<file path="config.mk">
export PLATFORM = sky130hd
export DESIGN_NAME = crv_fifo
export DESIGN_NICKNAME = d
export VERILOG_FILES = /design/src/sv/crv_fifo.sv
export SDC_FILE = /design/constraint.sdc
export NUM_CORES = 1
export LEC_CHECK = 0
export ABC_AREA = 1
export BUFFER_PORTS_ARGS = -buffer_cell sky130_fd_sc_hd__buf_2
export CELL_PAD_IN_SITES_DETAIL_PLACEMENT = 0
export CELL_PAD_IN_SITES_GLOBAL_PLACEMENT = 1
export CORE_UTILIZATION = 29
export CTS_BUF_LIST = sky130_fd_sc_hd__clkbuf_4 sky130_fd_sc_hd__clkbuf_8
export CTS_CLUSTER_SIZE = 28
export DETAILED_ROUTE_END_ITERATION = 8
export GPL_ROUTABILITY_DRIVEN = 1
export HOLD_SLACK_MARGIN = 0.03
export PLACE_DENSITY_LB_ADDON = 0.1
export SYNTH_ARGS = -nofsm -noshare
export SYNTH_HDL_FRONTEND = slang
export SYNTH_SLANG_ARGS = --single-unit
</file>
<file path="constraint.sdc">
create_clock -name clk_i -period 2 [get_ports clk_i]
set_input_delay 0.6 -clock clk_i [delete_from_list [all_inputs] [get_ports clk_i]]
set_output_delay 0.6 -clock clk_i [all_outputs]
set_load 0.05 [all_outputs]
</file>
<file path="src/sv/crv_fifo.sv">
// ----------------------------------------------------------------------------
// crv_fifo: two-entry queue
// decouples producer and consumer; full and empty are registered-state flags
// ----------------------------------------------------------------------------
module crv_fifo #(
  parameter int unsigned WIDTH = 8
) (
  input  logic             clk_i,
  input  logic             rst_ni,
  input  logic             push_i,
  input  logic [WIDTH-1:0] data_i,
  output logic             full_o,
  input  logic             pop_i,
  output logic [WIDTH-1:0] data_o,
  output logic             empty_o
);

  logic [WIDTH-1:0] mem_q [2];
  logic             wp_q, rp_q;
  logic [1:0]       cnt_q;
  logic             do_push, do_pop;

  assign full_o  = (cnt_q == 2'd2);
  assign empty_o = (cnt_q == 2'd0);
  assign do_push = push_i & ~full_o;
  assign do_pop  = pop_i & ~empty_o;
  assign data_o  = mem_q[rp_q];

  always_ff @(posedge clk_i) begin
    if (do_push) begin
      mem_q[wp_q] <= data_i;
    end
  end

  always_ff @(posedge clk_i or negedge rst_ni) begin
    if (!rst_ni) begin
      wp_q  <= 1'b0;
      rp_q  <= 1'b0;
      cnt_q <= 2'd0;
    end else begin
      if (do_push) wp_q <= ~wp_q;
      if (do_pop)  rp_q <= ~rp_q;
      cnt_q <= cnt_q + {1'b0, do_push} - {1'b0, do_pop};
    end
  end

  a_no_overrun: assert property (@(posedge clk_i) disable iff (!rst_ni)
    cnt_q != 2'd3) else $error("queue count out of range");
  a_pop_moves: assert property (@(posedge clk_i) disable iff (!rst_ni)
    (do_pop && !do_push) |=> (cnt_q == $past(cnt_q) - 2'd1))
    else $error("pop did not shrink queue");
  a_push_moves: assert property (@(posedge clk_i) disable iff (!rst_ni)
    (do_push && !do_pop) |=> (cnt_q == $past(cnt_q) + 2'd1))
    else $error("push did not grow queue");

endmodule

</file>
Yosys cells after proc, flatten, opt, wreduce, memory -nomap -nowiden
Memories as Yosys holds them, arrays and structs flattened.
Cells that the tools add are included.
{"block": "word_totals", "regBits": 4, "ramBits": 16, "inputBits": 12, "out_inout_bits": 10, "word_cells": 16, "n_memories": 1}
{"name": "mem_q", "depth": 2, "word_bits": 8, "rd": 1, "rd_ports_with_merged_regs": 0, "wr": 1, "line_no": "18", "text": "logic [WIDTH-1:0] mem_q [2];"}
{"block": "classes", "addsub": 2, "eq_ne": 1, "muxes": 2, "n_bitwise": 6, "reduce_logical": 1}
{"op": "$not 1->1", "count": 4}
{"op": "$add 2x1->2", "count": 1}
{"op": "$and 1x1->1", "count": 2}
{"op": "$eq 2x2->1 const B", "count": 1}
{"op": "$logic_not 2->1", "count": 1}
{"op": "$mux 1", "count": 2}
{"op": "$sub 2x1->2", "count": 1}

Logic depth before layout (Yosys ltp)
{"block": "logic_depth", "word_depth": 5, "ltp_mapped": 10, "depth_no_buf": 10}

Worst setup path after synthesis
No wires, ideal clock.
{"block": "synth_timing", "path_type": "register to output", "startpoint": "reg rp_q", "endpoint": "out data_o[0]", "arrival_time_ns": 0.927, "required_time_ns": 1.400, "slack_ns": 0.473, "path_stages_with_launch": 5, "n_path_buf": 1, "cell_sequence": "dfrtp_1 > buf_6 > clkinv_4 > nand2_1 > nand2_1"}
{"block": "synth_via", "elab_chain_cells": 1}
{"element": "from (decl)", "line_no": "19", "text": "logic wp_q, rp_q;"}
{"element": "from (signal assigned)", "line_no": "42", "text": "if (do_pop) rp_q <= ~rp_q;"}
{"element": "$mem_v2 2x8"}
{"element": "to (decl)", "line_no": "14", "text": "output logic [WIDTH-1:0] data_o,"}
Every way passes these cells.

Final worst setup path
Ends and elaborated chain as after synthesis.

==> results by group <==
Placement
  • PortBufs: 21
  • Inst Count DP: 127
  • Placer Congestion: 0.721
  • DPL Wire Length: 1020 µm

Worst setup path
  • Critical path class: flop to output pin
  • WP data required: 1400 ps
  • Crit start category: flop
  • CP max FO: 10
  • Reg2reg setup slack: 580 ps
  • Worst path arrival time: 1280 ps
  • Kind of end point of the critical path: output pin

Timing
  • Final slew viol count: 0
  • Slew HR: 74.6%
  • Tcrit/Tclk final: 94.2%
  • Final clock skew: 1.32 ps
  • Fmax: 531 MHz
  • Slew @ Worst Pin: 380 ps
  • Min Hold Slack: 90.8 ps
  • Final Setup Violations: 0
  • RSZ-0062 raised after global routing: no
  • Minimum clock period: 1880 ps
  • Setup TNS Final: 0 ps
  • Fin. Hold Viols: 0

Clocking
  • H-tree Lvls: 1
  • Clock Path Buffers: 2
  • Post-cts sizing count: 1
  • Root buffer cell: clkbuf_4
  • Clk sinks: 20
  • CTS tree: yes
  • Clk_lat worst skew: 290 ps
  • CTS Buf Count: 3
  • CTS Hold Bufs: 0
  • Clock-pin slew on the worst setup and hold paths: 110 ps
  • Setup bufs post-CTS: 0

Power
  • Pwr Density: 1760 nW/µm²
  • VDD IR max: 0.741 mV
  • Power, Total: 1.81 mW
  • Leak: 0.508 nW

Layout
  • Share of cells above drive strength 1: 32.0%
  • Non-Filler Instances: 131
  • Area Growth Syn to Fin: 23.3%
  • Filler cell count: 277
  • ANT cells: 0
  • Layout Nets: 115

Logic synthesis
  • Synth area leader: edfxtp_1
  • Share of the synthesized area in the top cell type: 57.8%
  • Count of cell types in the netlist: 12
  • Syn_nets: 89
  • Top post-synthesis cells by area: edfxtp_1 (58%), nand2_1 (16%), dfrtp_1 (12%), inv_1 (4.1%), ha_1 (3.0%)
  • Mapped Cells: 75
  • Post-synth EDFFs: 16
  • Cell with the most instances after synthesis: nand2_1
  • FFs w/ async S/R, synth: 20.0%
  • Number of synthesized register bits: 20
  • Cell Area, Synth: 831 µm²
  • Yosys warnings: 0
  • Syn avg cell area: 11.1 µm²
  • Post-synthesis sequential area ratio: 69.9%
  • Top FF cell, synth: edfxtp_1
  • Post-synth top cells: nand2_1 (35), edfxtp_1 (16), inv_1 (9), dfrtp_1 (4)

Route
  • Vias: 559
  • Drt total wl: 1400 µm
  • Wirelength per Cell: 10.6 µm
  • Final ANT Viol Nets: 0
  • DRC violations left: 0
  • Pre-antenna DRT Iters: 4
  • Initial drt markers: 13
  • Vias per Instance: 4.27

Die
  • Core area: 2730 µm²
  • Ports: 22
  • DIE HEIGHT: 55.5 µm
  • Die width: 55.5 µm
  • Die Area: 3080 µm²
  • Num rows: 19
  • Starting Density: 30.4%

Global route
  • Vias in the first global route: 545
  • First-pass GRT wire length: 2420 µm
  • All-Layer GR Usage: 10.6%
  • Global route total overflow: 0
  • Number of antenna violations at the first check in global routing: 0
  • Largest net degree at the start of global routing: 13

Worst hold path
  • Worst hold path class: input pin to asynchronous set/reset pin

Status
  • Status: finished, final reports clean

Job
  • Max-cap violations: 0
sequential cells by signal, summed over array words and instances, names as in the netlist:
name / cells
cnt_q: 2
wp_q: 1
rp_q: 1
mem_q: 16
layout make-up:
type                       count  area, µm²  share of cell area, %
tap                           31       38.8                   3.79
timing repair buffer          22        113                   11.0
clock inverter                 1       30.0                   2.93
multi-input combinational     43        193                   18.8
inverter                      11       46.3                   4.52
sequential                    20        582                   56.8
clock buffer                   3       22.5                   2.20
cells in the final DEF (no fill, tap or decap):
cell type / netlist / routed
buf_2: 0 / 21
buf_4: 0 / 1
bufinv_16: 0 / 1
clkbuf_4: 0 / 3
clkinv_4: 1 / 1
dfrtp_1: 4 / 3
dfrtp_2: 0 / 1
edfxtp_1: 16 / 16
ha_1: 2 / 2
inv_1: 9 / 9
inv_2: 1 / 1
nand2_1: 35 / 35
nand2_2: 2 / 2
nand3_1: 2 / 2
nand3_2: 1 / 1
nor2_1: 1 / 1
path summary, 6_finish.rpt:
kind | cells past startpoint | end | startpoint
worst min-delay path | 1 | cnt_q[0] | rst_ni
max in group asynchronous | 1 | rp_q | rst_ni
worst max register to register | 10 | cnt_q[1] | cnt_q[1]
worst max-delay path | 4 | data_o[0] | rp_q
worst min register to register | 2 | wp_q | wp_q
min in group clk_i | 1 | mem_q[1][2] | data_i[2]
worst max-delay path, cell delays in order, from the launching register on:
cell and delay (ps):
dfrtp_2 510, clkinv_4 110, nand2_1 50, nand2_1 60, buf_2 260
power by group:
| group | internal [mW] | switching [mW] | total [mW] |
|---|---|---|---|
| clock network | 0.202 | 0.126 | 0.328 |
| registers | 0.580 | 0.0688 | 0.649 |
| logic | 0.193 | 0.636 | 0.829 |
| total | 0.976 | 0.831 | 1.81 |
through the flow:
stage | area, µm² | utilization (%) | worst slack (ps)
floorplan | 831 | - | 473
global placement | 971 | 35.5 | 325
detailed placement | 971 | 35.5 | 321
CTS | 1020 | 37.5 | 80.9
global route | 1020 | 37.5 | 2.83
finish | 1020 | 37.5 | 116
layer usage:
| metal | track usage (%) | vias to the layer above | wire length, µm |
|---|---|---|---|
| met4 | 5.36 | 0 | 17 |
| met2 | 15.7 | 13 | 661 |
| met5 | 0 | - | 0 |
| met1 | 14.3 | 257 | 647 |
| met3 | 3.04 | 2 | 69 |
| li1 | - | 287 | - |
cell families after synthesis:
kind of cell	Yosys count	synth area share, %
adders and majority gates	2	3.01
DFF	20	69.9
buffers and inverters	12	6.93
and+or+nand+nor	41	20.2
(Power assumes the default switching activity.)
