--- config.mk ---
export PLATFORM = sky130hd
export DESIGN_NAME = crv_front
export DESIGN_NICKNAME = d
export VERILOG_FILES = /design/src/sv/crv_pkg.sv /design/src/sv/crv_front.sv
export SDC_FILE = /design/constraint.sdc
export NUM_CORES = 1
export LEC_CHECK = 0
export ABC_AREA = 1
export BUFFER_PORTS_ARGS = -buffer_cell sky130_fd_sc_hd__buf_2
export CORE_MARGIN = 2
export CORE_UTILIZATION = 43
export CTS_CLUSTER_DIAMETER = 200
export DETAILED_ROUTE_END_ITERATION = 6
export GPL_TIMING_DRIVEN = 0
export HOLD_SLACK_MARGIN = 0.02
export PLACE_DENSITY = 0.66
export SLEW_MARGIN = 30
export SYNTH_ARGS = -nofsm -noshare
export SYNTH_HDL_FRONTEND = slang
export SYNTH_SLANG_ARGS = --single-unit
--- constraint.sdc ---
create_clock -name clk_i -period 5 [get_ports clk_i]
set_input_delay 0.5 -clock clk_i [delete_from_list [all_inputs] [get_ports clk_i]]
set_output_delay 0.5 -clock clk_i [all_outputs]
set_load 0.02 [all_outputs]
--- src/sv/crv_pkg.sv ---
// ----------------------------------------------------------------------------
// crv_pkg: shared types and constants
// holds the request and status codes, register indexes and the queue item
// layouts used between the front end, the back end and the top level
// ----------------------------------------------------------------------------
package crv_pkg;

  localparam int unsigned DUR_W   = 40;
  localparam int unsigned LB_W    = 5;
  localparam int unsigned PRICE_W = 32;
  localparam int unsigned TIME_W  = 63;
  localparam int unsigned VOL_W   = 32;
  localparam int unsigned CFG_IDX_W = 2;
  localparam int unsigned LOG_W   = 25;   // 5 integer bits, 20 fraction bits
  localparam int unsigned LOG_FRAC = 20;

  // round(ln2 * year_ns / 4), year of 365 days
  localparam logic [63:0] LN2_NSY_Q = 64'd5464772371534609;

  localparam logic [DUR_W-1:0] DUR_RESET = 40'd60000000000;
  localparam logic [LB_W-1:0]  LB_RESET  = 5'd20;

  localparam logic REQ_TRADE = 1'b0;
  localparam logic REQ_EVAL  = 1'b1;

  localparam logic [CFG_IDX_W-1:0] CFG_DURATION = 2'd0;
  localparam logic [CFG_IDX_W-1:0] CFG_LOOKBACK = 2'd1;

  typedef enum logic [1:0] {
    ST_TAKEN  = 2'd0,
    ST_REJECT = 2'd1,
    ST_READY  = 2'd2,
    ST_SHORT  = 2'd3
  } status_e;

  typedef struct packed {
    logic               evaluate;
    logic [PRICE_W-1:0] price;
    logic [TIME_W-1:0]  start;
  } cmd_t;

  typedef struct packed {
    status_e            status;
    logic [VOL_W-1:0]   vol;
  } res_t;

endpackage

--- src/sv/crv_front.sv ---
// ----------------------------------------------------------------------------
// crv_front: request intake
// takes one item, floors a trade time to its bucket with a bit-serial
// remainder unit and hands a command to the back end queue
// ----------------------------------------------------------------------------
module crv_front (
  input  logic                      clk_i,
  input  logic                      rst_ni,
  input  logic                      push_i,
  output logic                      full_o,
  input  logic                      req_type_i,
  input  logic [crv_pkg::PRICE_W-1:0] trade_price_i,
  input  logic [crv_pkg::TIME_W-1:0]  trade_time_ns_i,
  input  logic [crv_pkg::DUR_W-1:0]   dur_i,
  input  logic                      cmd_full_i,
  output logic                      cmd_push_o,
  output crv_pkg::cmd_t             cmd_o
);
  import crv_pkg::*;

  typedef enum logic [1:0] {F_IDLE, F_DIV, F_PUSH} fstate_e;

  fstate_e            state_q;
  cmd_t               cmd_q;
  logic [TIME_W-1:0]  t_q;
  logic [DUR_W-1:0]   rem_q;
  logic [5:0]         bit_q;
  logic [DUR_W:0]     rem_sh;
  logic [DUR_W-1:0]   rem_d;

  assign full_o     = (state_q != F_IDLE);
  assign cmd_push_o = (state_q == F_PUSH);
  assign cmd_o      = cmd_q;

  // one quotient bit per cycle, only the remainder is kept
  assign rem_sh = {rem_q, t_q[bit_q]};
  assign rem_d  = (rem_sh >= {1'b0, dur_i}) ? DUR_W'(rem_sh - {1'b0, dur_i})
                                            : rem_sh[DUR_W-1:0];

  always_ff @(posedge clk_i or negedge rst_ni) begin
    if (!rst_ni) begin
      state_q <= F_IDLE;
      cmd_q   <= '0;
      t_q     <= '0;
      rem_q   <= '0;
      bit_q   <= '0;
    end else begin
      unique case (state_q)
        F_IDLE: begin
          if (push_i) begin
            cmd_q.evaluate <= req_type_i;
            cmd_q.price    <= (trade_price_i == '0) ? PRICE_W'(1) : trade_price_i;
            t_q            <= trade_time_ns_i;
            rem_q          <= '0;
            bit_q          <= 6'(TIME_W - 1);
            state_q        <= (req_type_i == REQ_EVAL) ? F_PUSH : F_DIV;
          end
        end
        F_DIV: begin
          rem_q <= rem_d;
          bit_q <= bit_q - 6'd1;
          if (bit_q == '0) begin
            cmd_q.start <= t_q - {23'b0, rem_d};
            state_q     <= F_PUSH;
          end
        end
        F_PUSH: begin
          if (!cmd_full_i) state_q <= F_IDLE;
        end
        default: state_q <= F_IDLE;
      endcase
    end
  end

  a_start_floor: assert property (@(posedge clk_i) disable iff (!rst_ni)
    (cmd_push_o && cmd_q.evaluate == REQ_TRADE) |-> (cmd_q.start <= t_q))
    else $error("bucket start past trade time");
  a_rem_small: assert property (@(posedge clk_i) disable iff (!rst_ni)
    (state_q == F_PUSH && cmd_q.evaluate == REQ_TRADE) |-> (rem_q < dur_i))
    else $error("remainder not below duration");
  a_price_nz: assert property (@(posedge clk_i) disable iff (!rst_ni)
    cmd_push_o |-> (cmd_q.price != '0)) else $error("zero price reached queue");

endmodule

## Word level (Yosys, flattened, before mapping)

Cells that the tools add are included.
Widths: inputs -> output; s select.

| word-level totals | value |
|---|---|
| input bits | 140 |
| bits in registers | 207 |

| operators by class | value |
|---|---|
| reductions and logical operators | 9 |
| muxes and demuxes | 13 |
| add/subtract/negate cells | 3 |
| equality and inequality tests | 5 |
| magnitude comparators | 2 |

Operators with widths:

| operator | count |
|---|---|
| $mux 40 | 2 |
| $pmux 40 s2 | 1 |
| $sub 63x40->63 | 1 |
| $ge 41x40->1 | 1 |
| $sub 40x40->40 | 1 |
| $logic_not 32->1 | 1 |
| $mux 32 | 1 |
| $pmux 6 s2 | 1 |
| $mux 2 | 4 |
| $lt 6x7->1 const B | 1 |
| $bmux 1 s6 | 1 |
| $logic_not 6->1 | 1 |
| $mux 6 | 1 |
| $ne 2x2->1 const B | 3 |
| $pmux 2 s3 | 1 |
| $reduce_and 2->1 | 3 |
| $sub 6x1->6 const B | 1 |
| $reduce_bool 2->1 | 2 |
| $reduce_and 3->1 | 1 |
| $eq 2x1->1 const B | 1 |
| $eq 2x2->1 const B | 1 |
| $logic_not 2->1 | 1 |
| $mux 1 | 1 |

## Longest topological paths before layout

| logic depth | value |
|---|---|
| word-level depth | 5 |
| gate-level depth with buffers | 43 |
| gate-level depth less buffers | 42 |

## Worst setup path before layout

Ideal clock, no wire load.

| timing path | value |
|---|---|
| path kind | register to register |
| start point | reg bit_q[0] |
| end point | reg cmd_q (netlist bit cmd_o[36]) |
| cell stages (with the launch flop) | 40 |
| data required time | 4.883 ns |
| arrival | 5.019 ns |
| buffers on the path | 4 |
| slack | -0.135 ns |
| clock period less this slack | 5.135 ns |
| cell sequence | dfrtp_1 > clkbuf_1 > clkbuf_1 > nor2_1 > o211ai_1 > o211ai_1 > nand3_1 > nand3_1 > nand2_1 > inv_1 > ha_1 > nand2_1 > nor2_1 > nand3_1 > nor2_1 > nand3_1 > nand2_1 > nor2_2 > (+4 left out) > o21ai_0 > ha_1 > inv_1 > fa_1 > a31oi_1 > o21ai_1 > inv_1 > o21a_1 > o21ai_1 > nand4_1 > nand3_1 > nand2_1 > nand2_2 > nand2_1 > nand2_1 > xor2_1 > nand2_1 > nand2_1 |

| between the ends | value |
|---|---|
| longest elaborated chain between the ends | 5 |
| elaborated cells on any way between the ends | 8 |
| classes of those cells | add/sub: 2; order compare: 1; mux: 3; reduce/logical: 2 |

Ends and longest elaborated chain:

| what | line | RTL |
|---|---|---|
| from (decl) | crv_front.sv:27 | `logic [5:0] bit_q;` |
| from (signal assigned) | crv_front.sv:55 | `bit_q <= 6'(TIME_W - 1);` |
| from (signal assigned) | crv_front.sv:61 | `bit_q <= bit_q - 6'd1;` |
| $bmux 1 s6 | crv_front.sv:36 | `assign rem_sh = {rem_q, t_q[bit_q]};` |
| $mux 1 (implied by the code) | crv_front.sv:36 |  |
| $sub 40x40->40 / $ge 41x40->1 (equally long branches) | crv_front.sv:37 | `assign rem_d = (rem_sh >= {1'b0, dur_i}) ? DUR_W'(rem_sh - {1'b0, dur_i})` |
| $mux 40 | crv_front.sv:37 |  |
| $sub 63x40->63 | crv_front.sv:63 | `cmd_q.start <= t_q - {23'b0, rem_d};` |
| to (decl) | crv_front.sv:24 | `cmd_t cmd_q;` |

Several ways; a longest one is shown, not always the timed one. The select of a mux whose other input is x is not followed.
A chain may end at the register's enable or synchronous reset.

## Worst setup path in the final report

| timing path | value |
|---|---|
| start point | reg bit_q[0] |
| end point | reg cmd_q (netlist bit cmd_o[51]) |

The elaborated chain is that of the path after synthesis.

==> impl_metrics.yaml <==
clock_tree:
  cts_tree: "yes"
  clk_latency_ns: 0.54
  numCtsBuffers: 23
  clk_pin_slew_ns: 0.07
  cts_buffer_depth: 3
  cts.sinks: 207
  cts_root_buf: "clkbuf_16"
  h-tree-depth: 1
worst_setup_path:
  cp_common_cell: "nand2_2"
  start_kind: "flip-flop"
  r2r_end: "cmd_o[51]$_DFFE_PN0P_"
  end_kind: "flip-flop"
  cp_max_fo: 10
  r2r_cells: 39
  worstPathArrival_ns: 5.93
  cp-endpoint: "cmd_o[51]$_DFFE_PN0P_"
  crit-reg2reg-launch: "bit_q[0]$_DFFE_PN0P_"
  crit_type: "flip-flop to flip-flop"
  cp_slowest_stage_delay_ns: 0.49
  cp.required_ns: 5.43
  r2r_slack_ns: -0.50
  cp_slowest_cell: "dfrtp_2"
  cp-startpoint: "bit_q[0]$_DFFE_PN0P_"
synth:
  synth_top_family_by_area: "simple AND/OR/NAND/NOR gates"
  ys_ff_latch: 207
  synth-compound-area-share: 0.127
  synth_cells: 2329
  synth_edf_count: 0
  synth-xor-area-share: 0.0314
  synthesis.area_um2: 15400
  synth_mux_area_frac: 0
  synth-simple-area-share: 0.340
  avgSynthCellArea_um2: 6.59
  yosysSeqAreaShare: 0.337
  synthArstFlopShare: 1.00
  synthFlopType: "dfrtp_1"
  synth_cell_types: 47
  synthAdderAreaFrac: 0.0662
  syn-num-nets: 2549
  ys_warn_count: 0
floorplanning:
  fp.dieW_um: 193
  fp.coreArea_um2: 35400
  fp-row-count: 69
  io_pins: 238
  start_util: 0.434
  die_area_um2: 37200
  fp.dieH_um: 193
placed_design:
  hpwl_um: 47300
  port_buffers: 237
  finalWeightedCongestion: 1.03
routing:
  postRouteAntennaNets: 0
  drt_first_iter_violations: 1482
  vias: 17044
  vias_per_cell: 5.34
  firstDrtPassIters: 7
  routed_wl_um: 61100
  wl_per_cell_um: 19.2
  drc: 0
global_route:
  gr-total-overflow: 0
  antenna_found_initial: 1
  grtUsageTotal: 0.323
  grt_pass1_wl_um: 91300
  grt_max_degree: 87
  grt_pass1_vias: 16601
timing:
  slew_violations: 0
  worst_pin_slew_ns: 0.953
  fmax_mhz: 182
  clock_skew_ns: 0.0145
  hold_violations: 0
  period_minus_slack_ns: 5.50
  worst_slack_ns: -0.497
  grt_setup_unrepaired: "true"
  setup-violations-final: 51
  fin_hold_ws_ns: 0.157
  min_period_over_period: 1.10
  slew_headroom: 0.365
run_status:
  status: "finished with violations"
  violations: "setup timing"
finish:
  area_delta_synth_final_pct: 36.9
  nets: 2932
  fillers: 3420
  drive_above_1_share: 0.288
hold_path:
  hp-class: "primary input to flip-flop"
job:
  maxCapViolCount: 0
==> synth_stat cells, drive strengths merged, types with 21 or more instances <==
cell type | instances | area share
ha | 78 | 0.064
a21oi | 101 | 0.034
nand3 | 144 | 0.052
o22ai | 21 | 0.0086
nand2 | 810 | 0.20
dfrtp | 207 | 0.34
o21ai | 203 | 0.066
nor2 | 202 | 0.054
nand4 | 34 | 0.014
clkbuf | 56 | 0.014
xnor2 | 32 | 0.018
inv | 329 | 0.080
xor2 | 23 | 0.013
==> final cells by class <==
type | count | area, um2 | share of cell area
inverter | 332 | 1270 | 0.0604
clock inverter | 14 | 176 | 0.00839
timing repair buffer | 359 | 2260 | 0.107
buffer | 60 | 408 | 0.0194
antenna | 1 | 2.50 | 0.000119
sequential | 207 | 5180 | 0.247
tap | 461 | 577 | 0.0274
multi-input combinational | 1728 | 10500 | 0.500
clock buffer | 27 | 631 | 0.0300
timing repair inverter | 1 | 11.3 | 0.000536
==> metal layers <==
layer	share of wire	wire (um)	GRT usage	vias up
li1	-	-	-	8205
met1	0.43	26100	0.422	8062
met2	0.46	27900	0.530	636
met3	0.074	4530	0.0624	139
met4	0.042	2540	0.124	2
met5	0.00018	11	0	-
==> timing repair <==
action | 4_1_cts | 5_1_grt
cloned | 3 | 0
hold endpoints to repair | 40 | 0
hold buffers | 1 | 0
buffers inserted | 77 | 44
gates resized for setup | 356 | 202
setup endpoints to repair | 64 | 56
pin swaps | 130 | 124
==> through the flow <==
stage | TNS, ns | util | instances | setup WS, ns | area [um2]
after floorplan | 0 | - | 2329 | 0.0260 | 15400
after global placement | -148.68 | 0.484 | 3027 | -2.46 | 17100
after detailed placement | -124.53 | 0.486 | 3029 | -2.56 | 17200
after global routing | -26.79 | 0.594 | 3189 | -0.702 | 21000
final | -16.96 | 0.594 | 3190 | -0.497 | 21000
after CTS | -14.84 | 0.565 | 3151 | -0.471 | 20000
==> kinds of logic after synthesis <==
group,after synthesis
fa+ha+maj,80
flops,207
buf+inv,394
xor+xnor,55
compound gates,364
simple gates,1229
==> worst min path at each step <==
| stage | startpoint | to | slack [ns] | depth (start not counted) |
|---|---|---|---|---|
| floorplan | rst_ni | bit_q[0]$_DFFE_PN0P_ | 0.20 | 0 |
| global placement | cmd_o[67]$_DFFE_PN0P_ | cmd_o[67]$_DFFE_PN0P_ | 0.45 | 2 |
| detailed placement | rst_ni | cmd_o[81]$_DFFE_PN0P_ | 0.42 | 1 |
| CTS | trade_time_ns_i[25] | t_q[25]$_DFFE_PN0P_ | 0.14 | 3 |
| global route | trade_time_ns_i[37] | t_q[37]$_DFFE_PN0P_ | 0.15 | 3 |
| finish | trade_time_ns_i[37] | t_q[37]$_DFFE_PN0P_ | 0.16 | 3 |
==> cells in the final DEF (no fill, tap or decap), drive strengths merged, types with 2 or more instances in the layout <==
cell,instances
a21o,2
a21oi,101
a22oi,3
a31oi,14
and3,2
buf,369
bufinv,4
clkbuf,76
clkinv,12
dfrtp,207
fa,2
ha,78
inv,330
nand2,810
nand3,144
nand3b,7
nand4,34
nor2,202
nor3,17
nor4,8
o211ai,6
o21ai,203
o21bai,5
o221ai,2
o22ai,21
or2,4
xnor2,32
xor2,23
==> registers in the layout (all words and copies together), names as in the netlist <==
signal	count
state_q	2
bit_q	6
cmd_o	96
t_q	63
rem_q	40
==> critical path: cells and delay by family (launching register included) <==
family | cells | cell delay [ns]
AOI/OAI and AO/OA | 7 | 1.34
adders and majority gates | 2 | 0.55
buffers and inverters | 8 | 0.96
DFF | 1 | 0.49
and+or+nand+nor | 22 | 2.01
Power is left out: the tool's default activity adds up to more than one toggle a clock period on the data nets, which glitch-free logic cannot reach.
